## src/design/dpf_pkg.sv

```systemverilog
// Shared types and constants for the duplicate packet filter.
// Used by dpf_cell, duplicate_packet_filter_core and dpf_checker; depends on nothing.
`default_nettype none

package dpf_pkg;

   localparam int unsigned HISTORY_DEPTH_DEFAULT = 32;
   localparam int unsigned SIG_WIDTH             = 32;
   localparam int unsigned STAMP_WIDTH           = 32;
   localparam int unsigned AGE_WIDTH             = 16;
   localparam int unsigned VERDICT_WIDTH         = 2;

   localparam logic [AGE_WIDTH-1:0] MAX_AGE_RESET = 16'd60;

   localparam logic [VERDICT_WIDTH-1:0] VERDICT_NEW   = 2'd0;
   localparam logic [VERDICT_WIDTH-1:0] VERDICT_STALE = 2'd1;
   localparam logic [VERDICT_WIDTH-1:0] VERDICT_DUP   = 2'd2;

   // Update broadcast to every cell once the search result is known.
   typedef enum logic [1:0] {
      OP_NONE,
      OP_APPEND,
      OP_SHIFT_APPEND,
      OP_REMOVE
   } op_type;

   // One history entry, as handed from a cell to its left neighbor.
   typedef struct packed {
      logic                   valid;
      logic [SIG_WIDTH-1:0]   sig;
      logic [STAMP_WIDTH-1:0] stamp;
   } entry_type;

   // Search token that walks the row, one cell per cycle.
   typedef struct packed {
      logic                   active;
      logic                   hit;
      logic                   free_seen;
      logic [STAMP_WIDTH-1:0] hit_time;
   } token_type;

endpackage

`default_nettype wire

```

## src/design/dpf_cell.sv

```systemverilog
// One history cell of the duplicate packet filter: holds one entry and one
// stage of the search token. Depends on dpf_pkg.
`default_nettype none

module dpf_cell (
   input  logic                             clock,
   input  logic                             reset,
   input  logic [dpf_pkg::SIG_WIDTH-1:0]    key_i,
   input  logic [dpf_pkg::STAMP_WIDTH-1:0]  now_i,
   input  dpf_pkg::op_type                  op_i,
   input  dpf_pkg::token_type               tok_i,
   output dpf_pkg::token_type               tok_o,
   input  dpf_pkg::entry_type               right_i,
   output dpf_pkg::entry_type               entry_o
);

   import dpf_pkg::*;

   logic                   valid_ff;
   logic                   valid_in;
   logic [SIG_WIDTH-1:0]   sig_ff;
   logic [SIG_WIDTH-1:0]   sig_in;
   logic [STAMP_WIDTH-1:0] stamp_ff;
   logic [STAMP_WIDTH-1:0] stamp_in;
   token_type              tok_ff;
   token_type              tok_in;
   logic                   hit_here;
   logic                   first_free;
   logic                   load_right;
   logic                   load_new;

   // The token carries whether any cell to the left matched. Signatures are
   // unique in the history, so at most one cell ever raises a hit.
   always_comb begin
      hit_here = tok_i.active && valid_ff && (sig_ff == key_i) && !tok_i.hit;
      tok_in   = tok_ff;
      tok_in.active = tok_i.active;
      if (tok_i.active) begin
         tok_in.hit       = tok_i.hit | hit_here;
         tok_in.free_seen = tok_i.free_seen | !valid_ff;
         tok_in.hit_time  = hit_here ? stamp_ff : tok_i.hit_time;
      end
   end

   // The token fields hold after it passes, so they still describe this
   // cell's place relative to the match and the first free slot.
   always_comb begin
      first_free = tok_ff.free_seen && !tok_i.free_seen;
      load_right = 1'b0;
      load_new   = 1'b0;
      unique case (op_i)
         OP_NONE:         ;
         OP_APPEND:       load_new   = first_free;
         OP_SHIFT_APPEND: load_right = 1'b1;
         OP_REMOVE:       load_right = tok_ff.hit;
         default:         ;
      endcase
   end

   always_comb begin
      valid_in = valid_ff;
      sig_in   = sig_ff;
      stamp_in = stamp_ff;
      if (load_right) begin
         valid_in = right_i.valid;
         sig_in   = right_i.sig;
         stamp_in = right_i.stamp;
      end else if (load_new) begin
         valid_in = 1'b1;
         sig_in   = key_i;
         stamp_in = now_i;
      end
   end

   always_ff @(posedge clock) begin
      if (reset) begin
         valid_ff <= 1'b0;
         tok_ff   <= '0;
      end else begin
         valid_ff <= valid_in;
         tok_ff   <= tok_in;
      end
   end

   always_ff @(posedge clock) begin
      sig_ff   <= sig_in;
      stamp_ff <= stamp_in;
   end

   always_comb begin
      tok_o         = tok_ff;
      entry_o.valid = valid_ff;
      entry_o.sig   = sig_ff;
      entry_o.stamp = stamp_ff;
   end

endmodule

`default_nettype wire

```

## config.mk

```make
export PLATFORM = sky130hd
export DESIGN_NAME = dpf_cell
export DESIGN_NICKNAME = d
export VERILOG_FILES = /design/src/design/dpf_pkg.sv /design/src/design/dpf_cell.sv
export SDC_FILE = /design/constraint.sdc
export NUM_CORES = 1
export LEC_CHECK = 0
export BUFFER_PORTS_ARGS = -buffer_cell sky130_fd_sc_hd__buf_2
export CAP_MARGIN = 20
export CORE_UTILIZATION = 41
export DETAILED_ROUTE_END_ITERATION = 10
export PLACE_DENSITY = 0.85
export SYNTH_ARGS = -nofsm -noshare
export SYNTH_HDL_FRONTEND = slang
export SYNTH_SLANG_ARGS = --single-unit
```

## constraint.sdc

```tcl
create_clock -name clock -period 5.8 [get_ports clock]
set_input_delay 0.58 -clock clock [delete_from_list [all_inputs] [get_ports clock]]
set_output_delay 0.58 -clock clock [all_outputs]
set_load 0.1 [all_outputs]
```

==> results.yml <==
synth:
  synth_fp_nets: 597
  ys_ff_latch: 100
  synth_edf_count: 64
  syn_area_um2: 5020
  async_flop_share: 0
  netlist_top_cells_area: "edfxtp_1 (38%), dfxtp_1 (14%), mux2_2 (14%)"
  seq_area_frac_synth: 0.526
  yosys_warnings: 0
  yosysUniqueCellTypes: 26
  synth_top_area_frac: 0.382
  yosys.area.top_type: "edfxtp_1"
  avgSynthCellArea_um2: 11.7
  netlist_instances: 429
  synth-main-ff-cell: "edfxtp_1"
timing:
  setup_violations: 0
  fmax_ghz: 0.378
  hold_viol_final: 0
  worst_slew_pin_slew_ns: 0.910
  fin_setup_tns_ns: 0
  rsz0062_at_grt: "false"
  slew_violations: 0
  maxSlewHeadroom: 0.391
  finalCritPeriodShare: 0.456
  min_period_ns: 2.64
  clock_skew_ns: 0.00920
status:
  status: "finished, final reports clean"
critical_path:
  startpoint_type: "primary input"
  slowest_stage: "o21ai_4"
  rrSetupSlack_ns: 3.17
  worst-path-max-fanout: 65
  cp-end-kind: "flop"
  crit_chain: "buf_2, inv_1, o21ai_4, buf_4, o21ai_4, buf_4"
  crit_type: "primary input to flop"
  slowest_delay_ns: 0.69
  critical_path_arrival_ns: 2.62
  crit_required_ns: 5.77
cells_and_area:
  area_growth_pct: 35.1
  layout_common_cells: "buf_2 (267), mux2_2 (64), edfxtp_1 (64), nor2_1 (37), dfxtp_1 (36)"
  fillers: 995
  final_util: 0.567
  final_common_cell: "buf_2"
  n_antenna_cell: 0
  drive_above_1_share: 0.523
  nets: 840
power_and_ir_drop:
  seqPwrFrac: 0.413
  netSwitchingFraction: 0.371
  irDropWorstVdd_mv: 0.151
  clkPwrFrac: 0.281
  p_sw_w: 0.000766
  combinationalPowerShare: 0.306
  internal_power_w: 0.00130
  p_leak_nw: 2.75
  power_density_nw_per_um2: 304
grt:
  grt_pass1_vias: 4415
  grt_overflow: 0
  antenna_found_initial: 0
  track_usage: 0.226
  grt_pass1_wl_mm: 22.1
  grt_max_degree: 70
route:
  route.detailed.wl_per_inst_um: 17.6
  drcViolationCount: 0
  drt_iter0_drc: 537
  antenna_left: 0
  wl_mm: 14.5
  first_pass_iters: 5
  vias: 4525
  viasPerCell: 5.49
clock_tree:
  postCtsSetupRepairBufs: 0
  tritoncts: "done"
  cts_root_buf: "clkbuf_16"
  clkTransAtPathRegs_ns: 0.06
  ctsLongestPathBuffers: 2
  hold_buffers: 0
  cts.sinks: 100
  cts_buffers: 9
  cts-resized-gates: 0
  htree_levels: 3
  clkLatencyLatePin_ns: 0.34
floorplanning:
  core_area_um2: 12000
  initial_utilization: 0.420
  die_area_um2: 12700
  die_w_um: 113
  top_level_ports: 268
  die_h_um: 113
  placementRows: 40
worst_hold_path:
  min_path_type: "flop to flop"
flow_run:
  maxCapViolations: 0
place:
  gp_congestion: 0.811
  io_buffer_count: 267
  dp_hpwl_mm: 10.5
[registers in the layout, summed over array words and instances (netlist names)]
signal	cells
stamp_ff	32
sig_ff	32
valid_ff	1
tok_o	35
[synth_stat cells (2+ instances only)]
| master | n |
|---|---|
| buf_2 | 6 |
| nor4_1 | 4 |
| clkbuf_1 | 35 |
| nand4_1 | 6 |
| buf_1 | 2 |
| dfxtp_1 | 36 |
| nand3_1 | 33 |
| nor3b_1 | 32 |
| xor2_1 | 13 |
| edfxtp_1 | 64 |
| inv_1 | 2 |
| xnor2_1 | 19 |
| o21ai_0 | 2 |
| mux2_2 | 64 |
| o31ai_1 | 32 |
| nor2_1 | 37 |
| a311oi_1 | 33 |
[power by group through the flow]
stage,Combinational (W),Clock (W),Sequential [W]
after floorplan,0.000142,0,0.00121
after global placement,0.000623,0,0.000865
after detailed placement,0.000633,0,0.000866
after CTS,0.000634,0.000590,0.000852
after global routing,0.000657,0.000614,0.000856
final,0.000632,0.000580,0.000851
[worst max-delay path, delay by kind of cell]
kind                   cells  cell delay (ns)
AOI/OAI and AO/OA          2             0.78
buffers and inverters      4             1.11
[stage by stage]
stage / setup WS, ns / std cells / hold slack, ns / power (W) / cell area (um^2)
finish: 3.16 / 824 / 0.481 / 0.00206 / 6790
global route: 2.98 / 824 / 0.493 / 0.00213 / 6790
CTS: 2.84 / 823 / 0.483 / 0.00208 / 6760
detailed placement: 2.50 / 807 / 0.475 / 0.00150 / 6480
global placement: 2.66 / 806 / 0.472 / 0.00149 / 6450
floorplan: 1.29 / 429 / 0.488 / 0.00136 / 5020
[routing by layer]
metal,vias to the layer above,share of wire,global-route usage
li1,2127,-,-
met1,2118,0.41,0.274
met2,251,0.50,0.389
met3,29,0.068,0.0455
met4,0,0.020,0.0987
met5,-,0,0
[area by class of cell]
cell class                      count  area (um^2)  share of cell area
Clock inverter                      1         3.75            0.000553
Timing Repair Buffer              276         1440               0.213
Tap cell                          147          184              0.0271
Clock buffer                       15          279              0.0411
Inverter                            2         7.51             0.00111
Multi-Input combinational cell    283         2230               0.328
Sequential cell                   100         2640               0.389
[kinds of logic (layout without fill, tap and decap cells)]
group	after synthesis	in the layout	share of synthesized area
buf+inv	46	294	0.0366
flops	100	100	0.526
xor+xnor	32	32	0.0558
simple gates	119	119	0.130
mux	64	64	0.143
compound gates	68	68	0.109
[final timing paths]
kind | startpoint | to | cells past startpoint
max | op_i[0] | stamp_ff[17] | 6
min | tok_o[18] | tok_o[18] | 2
max reg2reg | tok_o[33] | stamp_ff[17] | 4
min reg2reg | tok_o[18] | tok_o[18] | 2
Note: power is estimated with default switching activity, not from simulation.
